File: src/sv/xtea_pkg.sv
// Package for the XTEA block cipher: types, round constants and helpers.
// The pipeline stage, the key registers and the top level all depend on it; it has no dependencies.
package xtea_pkg;

  localparam int unsigned CYCLES      = 32;
  localparam int unsigned HALF_ROUNDS = 2 * CYCLES;
  localparam int unsigned KEY_WORDS   = 4;
  localparam int unsigned WORD_W      = 32;
  localparam int unsigned IDX_W       = $clog2(KEY_WORDS);

  localparam logic [WORD_W-1:0] DELTA = 32'h9E37_79B9;

  typedef enum logic [IDX_W-1:0] {
    KEY_WORD0 = 2'd0,
    KEY_WORD1 = 2'd1,
    KEY_WORD2 = 2'd2,
    KEY_WORD3 = 2'd3
  } key_idx_e;

  typedef logic [KEY_WORDS-1:0][WORD_W-1:0] key_t;

  typedef struct packed {
    logic              op;
    logic [WORD_W-1:0] v0;
    logic [WORD_W-1:0] v1;
  } stage_t;

  localparam logic OP_ENCRYPT = 1'b0;
  localparam logic OP_DECRYPT = 1'b1;

  function automatic logic [WORD_W-1:0] mix(input logic [WORD_W-1:0] x);
    return ((x << 4) ^ (x >> 5)) + x;
  endfunction

  // Running sum seen by half-round s of an encryption.
  function automatic logic [WORD_W-1:0] enc_sum(input int unsigned s);
    logic [WORD_W-1:0] n;
    n = WORD_W'(s >> 1) + WORD_W'(s & 1);
    return WORD_W'(DELTA * n);
  endfunction

  // Running sum seen by half-round s of a decryption.
  function automatic logic [WORD_W-1:0] dec_sum(input int unsigned s);
    logic [WORD_W-1:0] n;
    n = WORD_W'(CYCLES) - WORD_W'(s >> 1) - WORD_W'(s & 1);
    return WORD_W'(DELTA * n);
  endfunction

  function automatic logic [IDX_W-1:0] enc_ksel(input int unsigned s);
    logic [WORD_W-1:0] sm;
    sm = enc_sum(s);
    return ((s & 1) == 0) ? sm[1:0] : sm[12:11];
  endfunction

  function automatic logic [IDX_W-1:0] dec_ksel(input int unsigned s);
    logic [WORD_W-1:0] sm;
    sm = dec_sum(s);
    return ((s & 1) == 0) ? sm[12:11] : sm[1:0];
  endfunction

endpackage

File: src/sv/xtea_key_regs.sv
// Key register file of the XTEA cipher: four 32-bit words on a plain write port.
// Depends on xtea_pkg.
module xtea_key_regs (
  input  logic                                clk_i,
  input  logic                                rst_ni,
  input  logic                                cfg_we_i,
  input  logic [xtea_pkg::IDX_W-1:0]          cfg_idx_i,
  input  logic [xtea_pkg::WORD_W-1:0]         cfg_wdata_i,
  output xtea_pkg::key_t                      key_o
);

  xtea_pkg::key_t key_q, key_d;

  always_comb begin
    key_d = key_q;
    if (cfg_we_i) begin
      case (xtea_pkg::key_idx_e'(cfg_idx_i))
        xtea_pkg::KEY_WORD0: key_d[0] = cfg_wdata_i;
        xtea_pkg::KEY_WORD1: key_d[1] = cfg_wdata_i;
        xtea_pkg::KEY_WORD2: key_d[2] = cfg_wdata_i;
        xtea_pkg::KEY_WORD3: key_d[3] = cfg_wdata_i;
        default: key_d = key_q;
      endcase
    end
  end

  always_ff @(posedge clk_i or negedge rst_ni) begin
    if (!rst_ni) begin
      key_q <= '0;
    end else begin
      key_q <= key_d;
    end
  end

  assign key_o = key_q;

endmodule

File: config.mk
export PLATFORM = sky130hd
export DESIGN_NAME = xtea_key_regs
export DESIGN_NICKNAME = d
export VERILOG_FILES = /design/src/sv/xtea_pkg.sv /design/src/sv/xtea_key_regs.sv
export SDC_FILE = /design/constraint.sdc
export NUM_CORES = 1
export LEC_CHECK = 0
export BUFFER_PORTS_ARGS = -buffer_cell sky130_fd_sc_hd__buf_2
export CAP_MARGIN = 20
export CORE_MARGIN = 2
export CORE_UTILIZATION = 53
export CTS_CLUSTER_DIAMETER = 40
export DETAILED_ROUTE_END_ITERATION = 8
export GPL_TIMING_DRIVEN = 0
export PLACE_DENSITY = 0.84
export SLEW_MARGIN = 15
export SYNTH_ARGS = -nofsm -noshare
export SYNTH_HDL_FRONTEND = slang
export SYNTH_SLANG_ARGS = --single-unit
export TNS_END_PERCENT = 1
File: constraint.sdc
create_clock -name clk_i -period 1.27 [get_ports clk_i]
set_input_delay 0.0635 -clock clk_i [delete_from_list [all_inputs] [get_ports clk_i]]
set_output_delay 0.0635 -clock clk_i [all_outputs]
set_load 0.02 [all_outputs]
==> results.cfg <==
[run_status]
status = finished, final reports clean

[global_routing]
pin_count_of_the_biggest_net_entering_global_routing = 66
first_global_vias = 3356
antenna_found_initial = 0
grt_pass1_wl_mm = 17.4
global_route.usage.met1 = 0.276
track_usage = 0.234
grt_overflow = 0
use_met2 = 0.407
grt-busiest-layer = met2
groute.layer.met3.usage = 0.0702

[synth]
synth_area_leader_cell = sky130_fd_sc_hd__dfrtp_1
post_synth_most_frequent_cells = sky130_fd_sc_hd__dfrtp_1 (128), sky130_fd_sc_hd__mux2_2 (126), sky130_fd_sc_hd__buf_2 (9)
synth_cells = 272
synth.area.top_cells = sky130_fd_sc_hd__dfrtp_1 (68%), sky130_fd_sc_hd__mux2_2 (30%), sky130_fd_sc_hd__buf_2 (0.95%)
mappedNetlistNets = 309
synth.cell_area_um2 = 4740
yosys_most_used_dff = sky130_fd_sc_hd__dfrtp_1
yosys.cell_count.top_type = sky130_fd_sc_hd__dfrtp_1
synth.ff_latch_count = 128
synth_top_cell_area_share = 0.675
syn-mean-instance-area_um2 = 17.4
synth.yosys.warnings = 0
synth_cell_type_count = 8
count_of_flip_flops_with_a_built_in_enable_after_synthesis = 0
seq_area_frac_synth = 0.675
async_reset_ff_frac = 1.00

[final_layout]
antennaDiodeCount = 0
number_of_filler_instances_in_the_final_layout = 511
layout-area-overhead-vs-synth_pct = 41.3
multi_input_comb_area_um2 = 1470
fraction_of_layout_instances_using_a_drive_strength_above_1 = 0.661
largest_reg_flops = 128
stdcell_count = 610
nNetsFinal = 526
layout.area.seq_um2 = 3200
finalInstanceArea_um2 = 6710
post-route-util = 0.769

[route]
detail_route.wl_per_cell_um = 17.9
routed_wirelength_mm = 10.9
vias_per_cell = 5.11
drt_first_iter_violations = 78
vias = 3118
route.detailed.drc = 0
drt_first_pass_iters = 4
ant_nets = 0

[floorplanning]
core_region_area_um2 = 8720
ios = 165
die_width_um = 98.6
rows = 34
fp.dieArea_um2 = 9720
die_height_um = 98.6
initial_core_utilization = 0.544

[timing]
skew_ps = 0
final-setup-viol-count = 0
worst_slack_ps = 133
layout_min_cycle_time_ps = 1140
final-max-slew-violation-count = 0
slew_headroom = 0.604
max_slew.worst_pin.slew_ps = 594
hold_violations = 0
max_freq_mhz = 879
timing.final.crit_share = 0.895
unrepaired_setup_endpoints_after_global_routing = false

[run]
maxCapViolCount = 0

[power]
peakVddDrop_uv = 1120
power.share.clock = 0.389
total_power_mw = 13.5
total_leakage_power_nw = 3.22
p_seq_frac = 0.389
internal_power_summed_over_all_cells_mw = 9.68
combPwrFrac = 0.222
power.switching_mw = 3.81
powerDensity_nw_per_um2 = 2010
switching_share = 0.282

[clock_network]
clock_sinks = 128
max-clock-path-buffers = 2
cts_max_level = 4
clock_latency_of_the_later_clocked_register_in_the_worst_skew_pair_ps = 500
path_clk_slew_ps = 50
cts_inserted_buffers = 17
cts-root-buf = sky130_fd_sc_hd__clkbuf_8
tritoncts_clock_tree = done
post_cts_buffers = 0

[worst_setup_path]
timing.critical_path.required_ps = 1210
rr_endpoint = key_o[122]$_DFFE_PN0P_
r2r_setup_slack_ps = 470
timing.setup.critical_path_class = flop to output pin
peak_fanout_along_the_critical_path = 2
worst_path_dominant_cell_family = flip-flops
cp_arrival_ps = 1070
worstSetupStartpointType = flop
crit-reg2reg-launch = key_o[122]$_DFFE_PN0P_
path_cells = buf_2
worst_path_max_delay_cell = sky130_fd_sc_hd__dfrtp_1
worst-r2r-cell-count = 1
critical-path-max-stage-delay_ps = 400
worst-path-buf-inv = 1
timing.critical_path.to_type = output pin

[place]
io_buffer_count = 164
place_hpwl_mm = 7.28
post-place-ws_ps = -245
routabilityCongestion = 0.770
placed_area_um2 = 5730
dp.cells = 545

[min_path]
min_from = cfg_idx_i[0]
whs_path_depth = 3
hold_class = input port to flop
timing.hold.worst_endpoint = key_o[24]$_DFFE_PN0P_
-- through the flow --
step	hold slack, ps	TNS (ps)
finish	18.3	0
global route	28.5	0
CTS	10.2	0
detailed placement	88.6	-6680
global placement	323	-178080
floorplan	-232	0
-- worst max-delay path by stage --
stage                                 startpoint                    end  depth (start not counted)
after floorplan                     cfg_idx_i[1]   key_o[0]$_DFFE_PN0P_                          3
final                      key_o[68]$_DFFE_PN0P_              key_o[68]                          1
after global placement                    rst_ni  key_o[25]$_DFFE_PN0P_                          1
after CTS                  key_o[68]$_DFFE_PN0P_              key_o[68]                          1
after global routing      key_o[122]$_DFFE_PN0P_             key_o[122]                          1
after detailed placement            cfg_idx_i[1]  key_o[27]$_DFFE_PN0P_                          4
-- kinds of logic after synthesis --
family	Yosys count	synth area share
buffers and inverters	12	0.0142
flip-flops	128	0.675
multiplexers	128	0.304
AND/OR/NAND/NOR	4	0.00685
-- layout make-up --
| class | instances | area share |
|---|---|---|
| sequential | 128 | 0.478 |
| multi-input combinational | 132 | 0.220 |
| timing repair buffer | 198 | 0.177 |
| clock buffer | 21 | 0.0640 |
| clock inverter | 11 | 0.0315 |
| tap | 108 | 0.0202 |
| buffer | 12 | 0.0101 |
-- routing by layer --
layer	up-vias	part of all wire
li1	1412	-
met1	1569	0.40
met2	112	0.52
met3	25	0.055
met4	0	0.023
met5	-	0
-- timing repair --
item | CTS | global route
hold buffers | 33 | 0
resized for setup | 0 | 0
endpoints found under the hold margin | 192 | 0
-- cells in the final DEF (no fill, tap or decap), types with 2 or more instances in the layout --
| master | synthesis | routed |
|---|---|---|
| sky130_fd_sc_hd__buf_2 | 9 | 172 |
| sky130_fd_sc_hd__dfrtp_1 | 128 | 128 |
| sky130_fd_sc_hd__mux2_2 | 126 | 126 |
| sky130_fd_sc_hd__dlygate4sd3_1 | 0 | 33 |
| sky130_fd_sc_hd__clkbuf_16 | 0 | 16 |
| sky130_fd_sc_hd__bufinv_16 | 0 | 6 |
| sky130_fd_sc_hd__clkbuf_1 | 0 | 4 |
| sky130_fd_sc_hd__buf_4 | 3 | 3 |
| sky130_fd_sc_hd__clkinv_2 | 0 | 3 |
| sky130_fd_sc_hd__nand3b_1 | 2 | 2 |
| sky130_fd_sc_hd__mux2_1 | 2 | 2 |
-- power groups by stage --
stage	Clock (mW)	Combinational, mW	Sequential, mW
after CTS	5.30	3.04	5.24
final	5.24	3.00	5.24
after global routing	5.50	3.18	5.33
after detailed placement	0	2.94	5.30
after floorplan	0	0.762	6.26
after global placement	0	2.86	5.24
Power figures use the tool's default switching activity.
