**src/sv/xtea_pkg.sv**
```systemverilog
// Package for the XTEA block cipher: types, round constants and helpers.
// The pipeline stage, the key registers and the top level all depend on it; it has no dependencies.
package xtea_pkg;

  localparam int unsigned CYCLES      = 32;
  localparam int unsigned HALF_ROUNDS = 2 * CYCLES;
  localparam int unsigned KEY_WORDS   = 4;
  localparam int unsigned WORD_W      = 32;
  localparam int unsigned IDX_W       = $clog2(KEY_WORDS);

  localparam logic [WORD_W-1:0] DELTA = 32'h9E37_79B9;

  typedef enum logic [IDX_W-1:0] {
    KEY_WORD0 = 2'd0,
    KEY_WORD1 = 2'd1,
    KEY_WORD2 = 2'd2,
    KEY_WORD3 = 2'd3
  } key_idx_e;

  typedef logic [KEY_WORDS-1:0][WORD_W-1:0] key_t;

  typedef struct packed {
    logic              op;
    logic [WORD_W-1:0] v0;
    logic [WORD_W-1:0] v1;
  } stage_t;

  localparam logic OP_ENCRYPT = 1'b0;
  localparam logic OP_DECRYPT = 1'b1;

  function automatic logic [WORD_W-1:0] mix(input logic [WORD_W-1:0] x);
    return ((x << 4) ^ (x >> 5)) + x;
  endfunction

  // Running sum seen by half-round s of an encryption.
  function automatic logic [WORD_W-1:0] enc_sum(input int unsigned s);
    logic [WORD_W-1:0] n;
    n = WORD_W'(s >> 1) + WORD_W'(s & 1);
    return WORD_W'(DELTA * n);
  endfunction

  // Running sum seen by half-round s of a decryption.
  function automatic logic [WORD_W-1:0] dec_sum(input int unsigned s);
    logic [WORD_W-1:0] n;
    n = WORD_W'(CYCLES) - WORD_W'(s >> 1) - WORD_W'(s & 1);
    return WORD_W'(DELTA * n);
  endfunction

  function automatic logic [IDX_W-1:0] enc_ksel(input int unsigned s);
    logic [WORD_W-1:0] sm;
    sm = enc_sum(s);
    return ((s & 1) == 0) ? sm[1:0] : sm[12:11];
  endfunction

  function automatic logic [IDX_W-1:0] dec_ksel(input int unsigned s);
    logic [WORD_W-1:0] sm;
    sm = dec_sum(s);
    return ((s & 1) == 0) ? sm[12:11] : sm[1:0];
  endfunction

endpackage

```
**src/sv/xtea_half_round.sv**
```systemverilog
// One registered Feistel half-round of the XTEA pipeline, encrypt or decrypt.
// Depends on xtea_pkg.
module xtea_half_round (
  input  logic                        clk_i,
  input  logic                        rst_ni,
  input  logic                        en_i,
  input  logic                        odd_i,
  input  logic [xtea_pkg::WORD_W-1:0] enc_rk_i,
  input  logic [xtea_pkg::WORD_W-1:0] dec_rk_i,
  input  logic                        valid_i,
  input  xtea_pkg::stage_t            data_i,
  output logic                        valid_o,
  output xtea_pkg::stage_t            data_o
);

  logic                        valid_q, valid_d;
  xtea_pkg::stage_t            data_q, data_d;
  logic                        upd_v0;
  logic [xtea_pkg::WORD_W-1:0] src, tgt, rk, f, res;

  always_comb begin
    upd_v0 = (odd_i == data_i.op);
    src    = upd_v0 ? data_i.v1 : data_i.v0;
    tgt    = upd_v0 ? data_i.v0 : data_i.v1;
    rk     = (data_i.op == xtea_pkg::OP_DECRYPT) ? dec_rk_i : enc_rk_i;
    f      = xtea_pkg::mix(src) ^ rk;
    res    = (data_i.op == xtea_pkg::OP_DECRYPT) ? (tgt - f) : (tgt + f);
    data_d = data_i;
    if (upd_v0) begin
      data_d.v0 = res;
    end else begin
      data_d.v1 = res;
    end
    valid_d = en_i ? valid_i : valid_q;
  end

  always_ff @(posedge clk_i or negedge rst_ni) begin
    if (!rst_ni) begin
      valid_q <= 1'b0;
    end else begin
      valid_q <= valid_d;
    end
  end

  always_ff @(posedge clk_i) begin
    if (en_i) begin
      data_q <= data_d;
    end
  end

  assign valid_o = valid_q;
  assign data_o  = data_q;

endmodule
```
**config.mk**
```make
export PLATFORM = sky130hd
export DESIGN_NAME = xtea_half_round
export DESIGN_NICKNAME = d
export VERILOG_FILES = /design/src/sv/xtea_pkg.sv /design/src/sv/xtea_half_round.sv
export SDC_FILE = /design/constraint.sdc
export NUM_CORES = 1
export LEC_CHECK = 0
export BUFFER_PORTS_ARGS = -buffer_cell sky130_fd_sc_hd__buf_2
export CORE_MARGIN = 1.5
export CORE_UTILIZATION = 55
export DETAILED_ROUTE_END_ITERATION = 8
export MAX_ROUTING_LAYER = met4
export PLACE_DENSITY = 0.77
export SLEW_MARGIN = 25
export SYNTH_ARGS = -nofsm -noshare
export SYNTH_HDL_FRONTEND = slang
export SYNTH_SLANG_ARGS = --single-unit
```
**constraint.sdc**
```tcl
create_clock -name clk_i -period 0.8 [get_ports clk_i]
set_input_delay 0.08 -clock clk_i [delete_from_list [all_inputs] [get_ports clk_i]]
set_output_delay 0.08 -clock clk_i [all_outputs]
set_load 0.05 [all_outputs]
```
==> results_dict.tcl, run 1 <==
set metrics [dict create \
    synth-edff-count 65 \
    dpl.hpwl_mm 25.4 \
    endpoint_type "register input" \
    synth_cell_type_count 77 \
    grt_max_degree 43 \
    syn-num-nets 1250 \
    crit_endpoint "data_o[62]$_DFFE_PP_/D" \
    lastStage "global routing" \
    seq_area_frac_synth_pct 23.4 \
    yosysTopAreaCell "edfxtp_1" \
    die_height_um 127 \
    cts-root-buf "clkbuf_16" \
    synthFlopType "edfxtp_1" \
    io_buffer_count 199 \
    synth_area_leaders "edfxtp_1, xnor2_1, nand2_1" \
    globalplace.congestion 1.02 \
    ios 200 \
    synth_area_mm2 0.00845 \
    die-width_um 127 \
    numCtsBuffers 9 \
    fp-row-count 45 \
    synth_seq_cells 66 \
    synth.most_common_cell "nand2_1" \
    stop_error "[ERROR GRT-0232] Routing congestion too high. Check the congestion heatmap in the GUI." \
    initial_core_util_pct 56.0 \
    clockBufferDepth 2 \
    async_flop_share_pct 1.52 \
    synth.top_cell.area_share_pct 23.1 \
    yosys_warnings 0 \
    syn-instance-count 1055 \
    clock-sinks 66 \
    syn_area_per_cell_um2 8.01 \
    globalRouteOverflowTotal 65 \
    grtUsageTotal_pct 81.3 \
    status "aborted with a tool error" \
    htreeDepth 3 \
    synthTopCellsByCount "nand2_1, xnor2_1, o21ai_0, a21oi_1, edfxtp_1" \
]
==> cell families after synthesis <==
logic type / count (synthesis) / synth area share (%)
adder cells (fa/ha/maj): 64 / 9.50
multiplexers: 48 / 5.80
buffers and inverters: 72 / 3.24
AND/OR/NAND/NOR: 373 / 19.9
XOR/XNOR: 159 / 17.5
flip-flops: 66 / 23.4
AO/OA/AOI/OAI: 273 / 20.7
==> routing by layer <==
layer | GRT overflow | global-route usage [%]
met2 | 44 | 95.7
met5 | - | -
met1 | 0 | 79.1
met4 | 21 | 83.9
met3 | 0 | 63.9
==> through the flow <==
step	setup slack [ns]	hold slack [ns]	instance area (um2)	std cells	setup TNS [ns]
CTS	-5.21	0.0460	13800	1788	-258.68
detailed placement	-5.63	-0.143	12400	1743	-276.07
floorplan	-5.42	-0.216	8810	1055	-257.13
global placement	-5.48	-0.145	12400	1743	-269.34
==> what timing repair did <==
item | 4_1_cts
buffers inserted | 27
endpoints found under the hold margin | 2
hold buffers | 2
pin swaps | 48
gates resized for setup | 241
cloned | 0
setup endpoints to repair | 131
==> run 2, diff against run 1 <==
Settings changed: CORE_UTILIZATION 55 to 40, MAX_ROUTING_LAYER met4 to not set, PLACE_DENSITY 0.77 to not set, PLACE_DENSITY_LB_ADDON set to 0.15.
==> run 2 against run 1 <==
  * The flow now finishes, with violations (negative setup slack)
  * Synthesized cell count is the same
  * Area after synthesis is the same
==> results_dict.tcl, run 2 <==
set metrics [dict create \
    grtUsageTotal_pct 27.1 \
    crit_path_start "odd_i" \
    synthFlopType "edfxtp_1" \
    final_layout_size_suffix_gt1_share_pct 45.4 \
    critical_path_class "in2reg" \
    fin_cells 1888 \
    tightest_slew_ns 0.546 \
    power_frac_comb_pct 82.0 \
    clockBufferDepth 2 \
    rr_startpoint "valid_o" \
    htreeDepth 3 \
    drv_cap 0 \
    synth_top_family_by_area "compound AO/OA/AOI/OAI gates" \
    final_cell_mix "buf_4, nand2_1, buf_2" \
    synth_xor_xnor_area_share_pct 17.5 \
    power_density_mw_per_mm2 3990 \
    syn_area_per_cell_um2 8.01 \
    io_buffer_count 199 \
    synth_mux_area_share_pct 5.80 \
    yosysTopAreaCell "edfxtp_1" \
    synth_adder_area_share_pct 9.50 \
    ir_drop_mv 1.61 \
    hold_viol 0 \
    fin_util_pct 67.8 \
    area.sequential_mm2 0.00198 \
    globalplace.congestion 0.975 \
    synthTopCellsByCount "nand2_1, xnor2_1, o21ai_0, a21oi_1, edfxtp_1" \
    cts_tree "yes" \
    yosys_warnings 0 \
    n_antenna_cell 0 \
    synth_seq_cells 66 \
    slowest_delay_ns 0.36 \
    seq_area_frac_synth_pct 23.4 \
    post-route-period-util_pct 776 \
    hold_class "in2async" \
    cp.buffers_inverters 4 \
    endpoint_kind "register" \
    cellInternalPower_uw 29600 \
    status "finished, violations left" \
    holdWs_ns 0.0656 \
    drt_first_pass_iters 5 \
    drt-vias-per-instance 5.13 \
    pre_cts_slack_ns -5.77 \
    p_seq_share_pct 11.7 \
    nFillCells 1701 \
    final_nets 1808 \
    p_sw_share_pct 46.6 \
    fmax_mhz 161 \
    fp-row-count 52 \
    multi_input_area_mm2 0.00696 \
    max-slew-margin-rel_pct 62.5 \
    start_kind "input pin" \
    numCtsBuffers 9 \
    worstPathRequired_ns 0.86 \
    power_switching_uw 25800 \
    violations "negative setup slack" \
    path_clk_slew_ns 0.06 \
    power_uw 55400 \
    dp_cells 1846 \
    layout_commonest_cell "buf_4" \
    syn-num-nets 1250 \
    globalRouteOverflowTotal 0 \
    yosys.area_share.simple_pct 19.9 \
    cp_slowest_cell "a311oi_4" \
    grt_pass1_vias 9149 \
    critPathTopFamily "simple AND/OR/NAND/NOR gates" \
    grt_pass1_wl_mm 46.8 \
    largest_reg_flops 65 \
    die_height_um 148 \
    synth-compound-area-share_pct 20.7 \
    fin_crit_ns 6.21 \
    cts-root-buf "clkbuf_16" \
    post-route-worst-setup-slack_ns -5.41 \
    clock-sinks 66 \
    clkPwrFrac_pct 6.3 \
    core_area_mm2 0.0205 \
    p_leak_uw 0.00679 \
    dpl.hpwl_mm 25.0 \
    ant_nets 0 \
    grt_max_degree 44 \
    synth.top_cell.area_share_pct 23.1 \
    cp_max_fo 8 \
    synth_area_leaders "edfxtp_1, xnor2_1, nand2_1" \
    rsz0062_at_grt "yes" \
    async_flop_share_pct 1.52 \
    ios 200 \
    crit_arrival_ns 6.27 \
    syn-instance-count 1055 \
    drt_iter0_markers 665 \
    clock_latency_ns 0.32 \
    setup_viol 130 \
    drc_errors 0 \
    synth_area_mm2 0.00845 \
    initial_core_util_pct 41.2 \
    synth_cell_type_count 77 \
    synth-edff-count 65 \
    wl_per_cell_um 16.0 \
    die-area_mm2 0.0220 \
    slew_violations 0 \
    synth.most_common_cell "nand2_1" \
    antenna_found_initial 0 \
    fin_skew_ns 0 \
    finalWirelength_mm 30.1 \
    area_delta_synth_final_pct 64.3 \
    routed-via-count 9681 \
    die-width_um 148 \
]
[run 2: routing by layer]
metal / vias up / GRT usage [%] / wire (um)
met5: - / 0 / 0
li1: 4884 / - / -
met3: 32 / 2.58 / 1720
met4: 0 / 5.94 / 438
met1: 4456 / 39.7 / 14600
met2: 309 / 43.2 / 13400
[run 2: layout make-up]
class | count | share of cell area, %
Clock inverter | 6 | 0.243
Timing Repair Buffer | 594 | 30.7
Multi-Input combinational cell | 917 | 50.1
Clock buffer | 10 | 1.65
Tap cell | 270 | 2.43
Inverter | 25 | 0.676
Sequential cell | 66 | 14.2
[run 2: final timing paths]
kind,to,cells after the start,slack [ns]
max in group asynchronous,valid_o,2,0.64
setup / recovery,data_o[63],31,-5.41
setup reg to reg,valid_o,1,0.03
hold reg to reg,valid_o,1,0.53
min in group clk_i,data_o[61],3,0.07
hold / removal,valid_o,2,0.07
[run 2: kinds of logic after synthesis]
logic type                 Yosys count
and+or+nand+nor                    373
AOI/OAI and AO/OA                  273
xor gates and xnor gates           159
buffers and inverters               72
DFF                                 66
adders and majority gates           64
muxes                               48
[run 2: what timing repair did]
| action | in CTS | in global routing |
|---|---|---|
| resized for setup | 136 | 42 |
| hold buffers | 2 | 0 |
| pin swaps | 44 | 21 |
| buffers inserted | 24 | 10 |
| hold endpoints to repair | 2 | 0 |
| endpoints found under the setup margin | 130 | 130 |
[run 2: power by group through the flow]
stage | registers [uW] | clock network [uW] | logic [uW]
after detailed placement | 6380 | 0 | 39800
after global placement | 6350 | 0 | 39400
after CTS | 6470 | 3530 | 43600
after floorplan | 11600 | 0 | 19200
final | 6470 | 3480 | 45400
after global routing | 6590 | 3730 | 48700
[run 2: metrics by stage]
| stage | setup TNS [ns] | cell area [um2] |
|---|---|---|
| floorplan | -257.13 | 8810 |
| global placement | -279.62 | 12700 |
| detailed placement | -283.20 | 12700 |
| CTS | -259.57 | 13700 |
| global route | -284.43 | 13900 |
| finish | -266.84 | 13900 |
(Power assumes the default switching activity.)
